`src/rtl/ks_pkg.sv`:
```
// Shared widths, codes, state encoding and control struct for the knapsack selector.
package ks_pkg;

  // Fixed field widths
  localparam int VALUE_W   = 16;
  localparam int WEIGHT_W  = 9;
  localparam int CAP_REG_W = 9;
  localparam int TOTAL_W   = 21;
  localparam int INDEX_W   = 5;

  // Default sizing
  localparam int MAX_ITEMS_DEF    = 32;
  localparam int MAX_CAPACITY_DEF = 511;

  // Result kinds
  localparam logic KIND_TOTAL = 1'b0;
  localparam logic KIND_ITEM  = 1'b1;

  // Controller states
  typedef enum logic [3:0] {
    ST_LOAD,
    ST_FETCH,
    ST_SWEEP,
    ST_DRAIN,
    ST_TOTAL,
    ST_HOLD,
    ST_TRACE_RD,
    ST_TRACE_EVAL,
    ST_FLUSH
  } ks_state_t;

  // Controller to table engine
  typedef struct packed {
    logic sweep;     // issue reads for one column of the current row
    logic first;     // current row is the first item
    logic total_rd;  // read the best value at the current column
    logic trace_rd;  // read the choice bit at current row and column
  } ks_dp_ctl_t;

endpackage

```
`src/rtl/ks_item_store.sv`:
```
// Item store: one write port for loading, one registered read port.
module ks_item_store #(
  parameter int MAX_ITEMS = ks_pkg::MAX_ITEMS_DEF,
  parameter int IDX_W     = (MAX_ITEMS > 1) ? $clog2(MAX_ITEMS) : 1
) (
  input  logic                         clk,
  input  logic                         we,
  input  logic [IDX_W-1:0]             waddr,
  input  logic [ks_pkg::VALUE_W-1:0]   wvalue,
  input  logic [ks_pkg::WEIGHT_W-1:0]  wweight,
  input  logic                         re,
  input  logic [IDX_W-1:0]             raddr,
  output logic [ks_pkg::VALUE_W-1:0]   rvalue,
  output logic [ks_pkg::WEIGHT_W-1:0]  rweight
);
  import ks_pkg::*;

  localparam int ENTRY_W = VALUE_W + WEIGHT_W;

  logic [ENTRY_W-1:0] mem [MAX_ITEMS];

  // Write on load
  always_ff @(posedge clk) begin
    if (we) begin
      mem[waddr] <= {wvalue, wweight};
    end
  end

  // Registered read, held while not enabled
  always_ff @(posedge clk) begin
    if (re) begin
      {rvalue, rweight} <= mem[raddr];
    end
  end

endmodule

```
`config.mk`:
```
export PLATFORM = sky130hd
export DESIGN_NAME = ks_item_store
export DESIGN_NICKNAME = d
export VERILOG_FILES = /design/src/rtl/ks_pkg.sv /design/src/rtl/ks_item_store.sv
export SDC_FILE = /design/constraint.sdc
export NUM_CORES = 1
export LEC_CHECK = 0
export BUFFER_PORTS_ARGS = -buffer_cell sky130_fd_sc_hd__buf_2
export CAP_MARGIN = 5
export CORE_MARGIN = 5
export CORE_UTILIZATION = 50
export CTS_CLUSTER_SIZE = 40
export DETAILED_ROUTE_END_ITERATION = 6
export GPL_TIMING_DRIVEN = 1
export HOLD_SLACK_MARGIN = 0.02
export PLACE_DENSITY_LB_ADDON = 0.25
export SETUP_SLACK_MARGIN = 0.05
export SYNTH_ARGS = -nofsm -noshare
export SYNTH_HDL_FRONTEND = slang
export SYNTH_SLANG_ARGS = --single-unit
```
`constraint.sdc`:
```
create_clock -name clk -period 2.7 [get_ports clk]
set_input_delay 0.405 -clock clk [delete_from_list [all_inputs] [get_ports clk]]
set_output_delay 0.405 -clock clk [all_outputs]
set_load 0.02 [all_outputs]
```
[Yosys cells after proc, flatten, opt, wreduce, memory -nomap -nowiden]
Memories as Yosys holds them, arrays and structs flattened. A register that Yosys moved wholly into a read port is not among the register bits.
Cells that the tools add are included.
Operators by class
  mux-type cells: 2
Operators by type and width (number)
  $mux 1: 2
Word-level totals
  memories kept: 1
  output and inout port bits: 25
  word-level logic and storage cells: 3
  register bits after elaboration: 0
  RAM bits: 800
  input bits: 38
Memory list
  mem: depth 32, width 25, read ports 1, clocked after Yosys merged registers in 1, wr ports 1, line ks_item_store.sv:20  | logic [ENTRY_W-1:0] mem [MAX_ITEMS];

[Longest topological paths before layout]
Gate-level depths: netlist (run 1).
  depth in word-level cells: 2
  gate-level depth with buffers: 8
  gate-level depth less buffers: 5

[Worst setup path after synthesis (run 1)]
Ideal clock, no wire load.
  path kind: input to register
  start: input waddr[1]
  end: memory mem[12][0] (netlist name) (enable)
  setup time: 407 ps
  required time: 2293 ps
  stages on the path: 3
  setup slack: 165 ps
  data arrival time: 2129 ps
  path buffers: 1
  cell sequence: or3b_2 clkbuf_1 nor2_1
RTL lines
  start: declaration: line ks_item_store.sv:8  | input logic [IDX_W-1:0] waddr,
  end: declaration: line ks_item_store.sv:20
Straight into the memory's write port.

==> reports/metrics.yaml, run 1 <==
grt:
  gr-total-overflow: 0
  grt_pass1_vias: 16400
  grtUsageTotal_pct: 20.8
  grt_max_degree: 50
  grt_pass1_wl_mm: 109
  antenna_found_initial: 6
power:
  pwr-share-seq_pct: 53.1
  p_sw_uw: 5590
  combPwrFrac_pct: 5.4
  p_int_uw: 21500
  vdd_ir_drop_max_mv: 0.397
  clock_power_share_pct: 41.5
  p_leak_uw: 0.0129
  power.density_nw_per_um2: 732
  p_sw_share_pct: 20.7
die:
  pin_count: 63
  core_sq_um: 63300
  die_height_microns: 263
  row_count: 92
  die_x_microns: 263
  start_util_pct: 50.7
  dieArea_sq_um: 69300
clock_tree:
  root_buffer: "clkbuf_16"
  numCtsBuffers: 79
  clockBufferDepth: 3
  path_clk_slew_ns: 0.06
  cts_max_level: 3
  clock_sinks: 825
  cts_setup_buffers: 0
  cts_resized: 0
  cts_tree: "built"
  clkLatencyLatePin_ns: 0.62
  postCtsHoldBufs: 0
placement:
  portBuffers: 62
  place_congestion: 0.791
  dpl-instance-area_sq_um: 34300
  dp_hpwl_mm: 42.3
  pre_cts_slack_ns: 0.295
  dp_cells: 2685
critical_path:
  crit_path_end_kind: "register"
  worst-path-buf-inv: 3
  critical_path_required_ns: 3.03
  cp-start-kind: "input port"
  worstPathCellList: "buf_2 -> nor2b_4 -> buf_12 -> buf_4 -> a22oi_1 -> a31oi_1 -> nand3_1"
  path_max_fanout: 35
  slowest_stage: "a31oi_1"
  worst_path_dominant_cell_family: "buffers and inverters"
  crit_path_max_incr_delay_ns: 0.47
  worstPathArrival_ns: 2.17
  critPathKind: "input port to register"
drt:
  first_iter_violations: 1459
  drt_wl_total_mm: 73.7
  wire_per_inst_microns: 26.1
  drc_errors: 0
  viasPerCell: 5.83
  dr.pass1.iters: 5
  vias: 16500
  postRouteAntennaNets: 0
logic_synthesis:
  ys_types: 25
  netlist_instances: 1778
  avgSynthCellArea_sq_um: 18.0
  ys_ff_latch: 825
  syn_area_sq_um: 32100
  ys_seq_area_share_pct: 77.2
  syn_nets: 1816
  yosys_warnings: 0
run_status:
  outcome: "completed"
timing:
  min_period_over_period_pct: 68.1
  finalClockSkew_ns: 0.0191
  setup_viol: 0
  tns_ns: 0
  drv_slew: 0
  worst_pin_slew_ns: 0.979
  rsz0062_at_grt: "no"
  layout_min_cycle_time_ns: 1.84
  finalHoldViolCount: 0
  fmax_ghz: 0.544
  worst_slack_ns: 0.860
  relSlewSlack_pct: 34.8
layout:
  area_growth_pct: 15.2
  fin_area_sq_um: 37000
  drive_above_1_share_pct: 16.0
  final_cell_mix: "825 x edfxtp_1, 400 x mux2i_1, 83 x clkbuf_16"
  ff_latch_area_sq_um: 24800
  layout_commonest_cell: "edfxtp_1"
  final_util_pct: 58.4
  multi_input_area_sq_um: 6800
  instances_no_fill: 2830
  finalNetCount: 1958
  fillers: 4702
hold_path:
  hp-class: "input port to register"
job:
  drv_cap: 0
## Yosys cell counts
cell type	count	area, sq um
edfxtp_1	825	24800
mux2i_1	400	4000
nand2_1	77	289
nand3_1	77	385
a21oi_1	75	375
a22oi_1	75	563
a22o_1	50	438
nor2_1	33	124
buf_2	30	150
a31oi_1	25	156
nor3_1	25	125
buf_6	22	248
clkbuf_1	19	71.3
buf_4	14	105
buf_8	7	105
nand3b_1	5	37.5
buf_1	4	15.0
clkbuf_4	4	30.0
or3b_2	3	26.3
nand2b_1	2	12.5
nor2b_1	2	12.5
and2_1	1	6.26
nor2_4	1	11.3
or2_1	1	6.26
or3_1	1	6.26
## worst paths after layout
path	start	end	slack [ns]	cells after the start
worst min register to register	mem[10][20]$_DFFE_PP_	rvalue[11]$_DFFE_PP_	0.67	4
worst max register to register	mem[0][21]$_DFFE_PP_	rvalue[12]$_DFFE_PP_	1.14	5
worst max-delay path	raddr[1]	rvalue[12]$_DFFE_PP_	0.86	7
worst min-delay path	wvalue[3]	mem[2][12]$_DFFE_PP_	0.31	1
## power by group through the flow
| stage | Clock, uW | Combinational, uW | Sequential (uW) |
|---|---|---|---|
| after floorplan | 0 | 764 | 14700 |
| after global placement | 0 | 1440 | 14600 |
| after detailed placement | 0 | 1460 | 14600 |
| after CTS | 11400 | 1470 | 14400 |
| after global routing | 12000 | 1560 | 14400 |
| final | 11200 | 1470 | 14400 |
## through the flow
| stage | power (uW) | hold slack [ns] |
|---|---|---|
| 2_1_floorplan | 15400 | 0.504 |
| 3_3_place_gp | 16100 | 0.656 |
| 3_5_place_dp | 16100 | 0.673 |
| 4_1_cts | 27200 | 0.275 |
| 5_1_grt | 27900 | 0.308 |
| 6_report | 27000 | 0.315 |
## cell type report
cell class,instances,share of cell area [%]
clock inverter,50,1.43
tap,846,2.86
multi-input combinational,853,18.4
timing repair buffer,161,4.54
clock buffer,93,5.72
sequential,825,67.0
antenna,2,0.0135
## routing by layer
layer,wire length [microns],GRT usage [%]
met1,32200,30.6
met2,34900,33.0
met3,5530,4.06
met4,1080,4.50
met5,7,0
## state kept, by name (all words and copies together), names as in the netlist
name,cells
rweight,9
mem,800
rvalue,16
## cell families after synthesis
| family | after synthesis | share of synthesized area (%) |
|---|---|---|
| AND/OR/NAND/NOR | 228 | 3.25 |
| AO/OA/AOI/OAI | 225 | 4.78 |
| multiplexers | 400 | 12.5 |
| flip-flops | 825 | 77.2 |
| buffers and inverters | 100 | 2.26 |
Power figures use the tool's default switching activity.
==> run 2, diff against run 1 <==
==> constraint.sdc (replaced) <==
create_clock -name clk -period 1.8 [get_ports clk]
set_input_delay 0.27 -clock clk [delete_from_list [all_inputs] [get_ports clk]]
set_output_delay 0.27 -clock clk [all_outputs]
set_load 0.02 [all_outputs]
==> run 2 against run 1 <==
  * Largest cell class unchanged
  * Worst hold slack worse by 0.19 ns
  * First-iteration DRC count decreased by 5.3%
  * Design area is 2.5% higher
==> reports/metrics.yaml, run 2 (same netlist as run 1, synthesis figures left out) <==
timing:
  min_period_over_period_pct: 95.0
  layout_min_cycle_time_ns: 1.71
  finalClockSkew_ns: 0.0219  # +0.00280 ns
  drv_slew: 0  # unchanged
  hold_slack_ns: 0.124  # -0.191 ns
  worst_pin_slew_ns: 0.661  # -0.318 ns
  finalHoldViolCount: 0  # unchanged
  setup_viol: 0  # unchanged
  relSlewSlack_pct: 56.0  # +21 points
  rsz0062_at_grt: "no"
  fmax_ghz: 0.585
  worst_slack_ns: 0.0902  # -0.770 ns
clock_tree:
  cts_tree: "built"
  numCtsBuffers: 82  # +3.8%
  clockBufferDepth: 3  # unchanged
  path_clk_slew_ns: 0.06  # about the same
  clkLatencyLatePin_ns: 0.63  # about the same
  clock_sinks: 825  # unchanged
  cts_max_level: 3  # unchanged
  root_buffer: "clkbuf_16"
die:
  core_sq_um: 63300  # unchanged
  die_x_microns: 263  # unchanged
  pin_count: 63  # unchanged
  row_count: 92  # unchanged
  dieArea_sq_um: 69300  # unchanged
  start_util_pct: 50.7  # unchanged
  die_height_microns: 263  # unchanged
drt:
  postRouteAntennaNets: 0  # unchanged
  dr.pass1.iters: 5  # unchanged
  vias: 16800  # +1.6%
  wire_per_inst_microns: 25.1  # -3.6%
  viasPerCell: 5.76  # -1.1%
  drt_wl_total_mm: 73.0  # -1.0%
  first_iter_violations: 1382  # -5.3%
  drc_errors: 0  # unchanged
grt:
  grt_pass1_wl_mm: 110  # +0.90%
  grt_pass1_vias: 17000  # +3.5%
  gr-total-overflow: 0  # unchanged
  grtUsageTotal_pct: 20.8  # -0.031 points
  antenna_found_initial: 1  # -5
  grt_max_degree: 36  # -28%
critical_path:
  critPathKind: "register to register"
  crit_path_max_incr_delay_ns: 0.37  # -0.10 ns
  worstPathCellList: "mux2i_1 -> a22o_1 -> nor3_1 -> buf_4 -> a31oi_1 -> nand3_1"
  cp-start-kind: "register"
  critical_path_required_ns: 2.14  # -0.89 ns
  crit_path_end_kind: "register"
  worstPathArrival_ns: 2.05  # -0.12 ns
  r2r_slack_ns: 0.09  # -1.05 ns
  path_max_fanout: 1  # -97%
  slowest_stage: "edfxtp_1"
layout:
  drive_above_1_share_pct: 19.0  # +3.0 points
  fillers: 4634  # -1.4%
  top_register: "mem"
  antenna_cells: 0  # -2
  final_util_pct: 59.9  # +1.5 points
  area_growth_pct: 18.1
  finalNetCount: 2041  # +4.2%
  largest_reg_flops: 800  # unchanged
  ff_latch_area_sq_um: 24800  # unchanged
  layout_commonest_cell: "edfxtp_1"
  multi_input_area_sq_um: 6840  # +0.63%
  final_cell_mix: "825 x edfxtp_1, 400 x mux2i_1, 91 x buf_4"
power:
  vdd_ir_drop_max_mv: 0.647  # +63%
  power.density_nw_per_um2: 1050  # +43%
  p_sw_uw: 8470  # +51%
  pwr-share-seq_pct: 54.1  # +1.0 points
  combPwrFrac_pct: 6.0  # +0.6 points
  p_int_uw: 31300  # +46%
  clock_power_share_pct: 39.8  # -1.7 points
  p_leak_uw: 0.0133  # +3.4%
  power_uw: 39800  # +47%
  p_sw_share_pct: 21.3  # +0.61 points
job:
  drv_cap: 0  # unchanged
placement:
  pre_cts_slack_ns: -0.400  # -0.695 ns
  dp_hpwl_mm: 44.2  # +4.4%
  place_congestion: 0.813  # +2.7%
  portBuffers: 62  # unchanged
run_status:
  outcome: "completed"
hold_path:
  hp-class: "input port to register"
[run 2: cell count changes in the layout (fill, tap and decap cells not counted), moves of 3 or more]
cell / delta
buf_12: +39
buf_4: +41
bufinv_16: -7
clkbuf_1: +3
clkinv_1: +3
clkinv_2: -4
inv_6: +3
nor2_2: -6
nor2_4: +6
[run 2: metal layers]
| metal | global-route usage (%) | vias to the layer above | share of wire, % | wire length, microns |
|---|---|---|---|---|
| li1 | - | 7533 | - | - |
| met3 | 3.18 | 94 | 6.0 | 4370 |
| met1 | 29.8 | 8557 | 43 | 31600 |
| met5 | 0 | - | 0.018 | 13 |
| met2 | 33.9 | 572 | 49 | 35600 |
| met4 | 5.47 | 2 | 1.9 | 1420 |
[run 2: worst max-delay path, delay by kind of cell, from the launching register on]
kind                   cells  cell delay, ns
AOI/OAI and AO/OA          2            0.53
DFF                        1            0.37
and+or+nand+nor            2            0.24
buffers and inverters      1            0.16
muxes                      1            0.13
[run 2: per-stage QoR]
step           setup TNS, ns  std cells  cell area [sq um]
2_1_floorplan        -159.45       1778              32100
3_3_place_gp           -4.00       2765              35400
3_5_place_dp           -5.83       2765              35400
4_1_cts                    0       2907              37900
5_1_grt                    0       2907              37900
6_report                   0       2907              37900
[run 2: path summary, 6_finish.rpt]
kind,startpoint,endpoint,cells after the start
min,re,rvalue[10]$_DFFE_PP_,2
max,mem[0][23]$_DFFE_PP_,rvalue[14]$_DFFE_PP_,6
min reg2reg,mem[26][11]$_DFFE_PP_,rvalue[2]$_DFFE_PP_,4
max reg2reg,mem[0][23]$_DFFE_PP_,rvalue[14]$_DFFE_PP_,6
[run 2: power by group through the flow]
stage	clock network (uW)	logic (uW)	registers, uW
floorplan	0	1160	22000
global placement	0	2340	21900
detailed placement	0	2390	21900
CTS	16100	2400	21500
global route	16900	2550	21500
finish	15800	2390	21500
[run 2: repair_timing]
| item | 4_1_cts | 5_1_grt |
|---|---|---|
| hold buffers | 0 | 0 |
| setup endpoints to repair | 0 | 2 |
| setup buffers | 0 | 0 |
| gates resized for setup | 0 | 2 |
[run 2: area by class of cell]
class                           instances  share of cell area, %
Clock buffer                           95                   5.54
Clock inverter                         47                  0.941
Multi-Input combinational cell        853                   18.1
Sequential cell                       825                   65.4
Tap cell                              846                   2.79
Timing Repair Buffer                  241                   7.30
==> run 3, diff against run 2 <==
--- a/config.mk
+++ b/config.mk
@@ -6,7 +6,7 @@
 export NUM_CORES = 1
 export LEC_CHECK = 0
 export BUFFER_PORTS_ARGS = -buffer_cell sky130_fd_sc_hd__buf_2
-export CAP_MARGIN = 5
+export CAP_MARGIN = 10
 export CORE_MARGIN = 5
 export CORE_UTILIZATION = 50
 export CTS_CLUSTER_SIZE = 40
==> constraint.sdc (replaced) <==
create_clock -name clk -period 1.4 [get_ports clk]
set_input_delay 0.21 -clock clk [delete_from_list [all_inputs] [get_ports clk]]
set_output_delay 0.21 -clock clk [all_outputs]
set_load 0.01 [all_outputs]
==> run 3 against run 2 <==
  * The flow now finishes with violations (negative setup slack)
  * Largest cell class unchanged
  * Clock skew down 0.0088 ns
  * Final cell count rose by 1.5%
  * Core utilization is 1.1 points higher
  * Global-route usage grew 1.7 points
  * Sequential share of layout area fell by 1.2 points
  * Setup slack got worse by 0.21 ns
  * Routed wire length increased by 9.2%
  * Register-to-register slack worse by 0.17 ns
  * Clock power increased by 34%
  * Critical path depth down 5
==> reports/metrics.yaml, run 3 (same netlist as run 1, synthesis figures left out) <==
drt:
  first_iter_violations: 1534  # +11%
  viasPerCell: 5.91  # +2.5%
  wl_met2_mm: 37.5  # +5.4%
  met1Wirelength_mm: 34.2  # +8.1%
  wl_met3_mm: 6.31  # +44%
  vias: 17400  # +4.0%
  dr.pass1.iters: 5  # unchanged
  postRouteAntennaNets: 0  # unchanged
  drt_wl_total_mm: 79.7  # +9.2%
  dr.max_layer_used: "met5"
  wire_per_inst_microns: 27.0  # +7.6%
  drc_errors: 0  # unchanged
clock_tree:
  root_buffer: "clkbuf_16"
  clkLatencyLatePin_ns: 0.63  # about the same
  cts_tree: "built"
  cts_max_level: 3  # unchanged
  numCtsBuffers: 82  # unchanged
  clockBufferDepth: 3  # unchanged
  clock_sinks: 825  # unchanged
  path_clk_slew_ns: 0.06  # about the same
run_status:
  outcome: "complete, but fails checks"
  violations: "negative setup slack"
grt:
  grt_pass1_wl_mm: 116  # +6.0%
  grtUsageTotal_pct: 22.5  # +1.7 points
  antenna_found_initial: 8  # +7
  grt_pass1_vias: 17400  # +2.5%
  grt_max_degree: 33  # -8.3%
  gr-total-overflow: 0  # unchanged
timing:
  min_period_over_period_pct: 109
  finalClockSkew_ns: 0.0130  # -0.00883 ns
  drv_slew: 0  # unchanged
  tns_ns: -0.546  # -0.546 ns
  worst_pin_slew_ns: 0.582  # -0.0780 ns
  finalHoldViolCount: 0  # unchanged
  relSlewSlack_pct: 61.2  # +5.2 points
  setup_viol: 13  # +13
  layout_min_cycle_time_ns: 1.52
  rsz0062_at_grt: "yes"
  worst_slack_ns: -0.122  # -0.212 ns
  fmax_ghz: 0.657
layout:
  drive_above_1_share_pct: 21.8  # +2.8 points
  finalNetCount: 2072  # +1.5%
  final_cell_mix: "825 x edfxtp_1, 400 x mux2i_1, 113 x buf_4"
  largest_reg_flops: 800  # unchanged
  area_growth_pct: 20.4
  top_register: "mem"
  layout_commonest_cell: "edfxtp_1"
die:
  core_sq_um: 63300  # unchanged
  row_count: 92  # unchanged
  die_x_microns: 263  # unchanged
  die_height_microns: 263  # unchanged
  start_util_pct: 50.7  # unchanged
  pin_count: 63  # unchanged
  dieArea_sq_um: 69300  # unchanged
critical_path:
  cp-start-kind: "register"
  worst_path_dominant_cell_family: "flip-flops"
  critPathKind: "register to primary output"
  regToRegEndpoint: "rvalue[1]$_DFFE_PP_"
  path_max_fanout: 1  # unchanged
  r2r_slack_ns: -0.08  # -0.17 ns
  crit_path_end_kind: "primary output"
  worstPathArrival_ns: 1.31  # -0.74 ns
  critical_path_required_ns: 1.19  # -0.95 ns
  worstPathCellList: "buf_2"
  r2r_cells: 6  # unchanged
  worst-path-buf-inv: 1  # unchanged
  crit_path_max_incr_delay_ns: 0.49  # +0.12 ns
  slowest_stage: "edfxtp_1"
  timing.rr.start: "mem[7][10]$_DFFE_PP_"
placement:
  portBuffers: 62  # unchanged
  dp_hpwl_mm: 47.2  # +7.0%
  pre_cts_slack_ns: -0.596  # -0.197 ns
  place_congestion: 0.803  # -1.3%
hold_path:
  hp-start: "wvalue[12]"
  min_path_cells: 1  # -1
  hp-class: "input port to register"
  min_to: "mem[24][21]$_DFFE_PP_"
power:
  power.density_nw_per_um2: 1350  # +28%
  vdd_ir_drop_max_mv: 0.969  # +50%
  p_leak_uw: 0.0136  # +2.3%
job:
  drv_cap: 0  # unchanged
==> run 3: cell types whose count changed in the layout (fill, tap and decap cells not counted), moves of 6 or more <==
cell,change
nor3_2,+13
nor3_1,-16
buf_4,+22
a31oi_1,-6
buf_6,+10
buf_12,+8
buf_2,-9
clkinv_1,-8
clkbuf_1,+10
==> run 3: area by class of cell <==
class                      count  area, sq um
sequential                   825        24800
clock buffer                 105         2140
antenna                        5         12.5
fill                        4509        24700
multi-input combinational    853         7040
tap                          846         1060
timing repair buffer         272         3160
clock inverter                44          430
==> run 3: timing repair <==
| action | in CTS | in global routing |
|---|---|---|
| hold buffers | 0 | 0 |
| setup endpoints to repair | 35 | 45 |
| resized for setup | 29 | 16 |
| pin swaps | 20 | 36 |
| buffers inserted | 0 | 0 |
==> run 3: worst max-delay path by stage <==
stage	from	end	slack (ns)	depth (start not counted)
after detailed placement	raddr[2]	rweight[4]$_DFFE_PP_	-0.60	8
after floorplan	waddr[0]	mem[10][0]$_DFFE_PP_	-0.39	2
after global routing	rvalue[6]$_DFFE_PP_	rvalue[6]	-0.14	1
after CTS	rvalue[6]$_DFFE_PP_	rvalue[6]	-0.16	1
final	rvalue[6]$_DFFE_PP_	rvalue[6]	-0.12	1
after global placement	raddr[2]	rweight[4]$_DFFE_PP_	-0.61	8
==> run 3: where the power goes <==
group,switching [uW],leakage (uW),internal [uW]
clock,9010,0.00125,12100
combinational,1860,0.00493,1280
sequential,116,0.00745,27600
==> run 3: metrics by stage <==
stage,instance area [sq um],power [uW],util (%),std cells,hold WS [ns]
6_report,38600,52000,61.0,2950,0.0869
5_1_grt,38600,53500,61.0,2946,0.0785
4_1_cts,38500,52300,60.8,2945,0.0536
3_5_place_dp,35800,31200,56.6,2797,0.628
3_3_place_gp,35800,31200,56.6,2797,0.639
2_1_floorplan,32400,29700,-,1778,0.309
==> run 3: per-layer routing <==
layer | vias to the layer above | global-route usage, %
met5 | - | 0
met4 | 6 | 6.03
met2 | 661 | 35.1
li1 | 7610 | -
met1 | 9037 | 32.8
met3 | 114 | 4.96
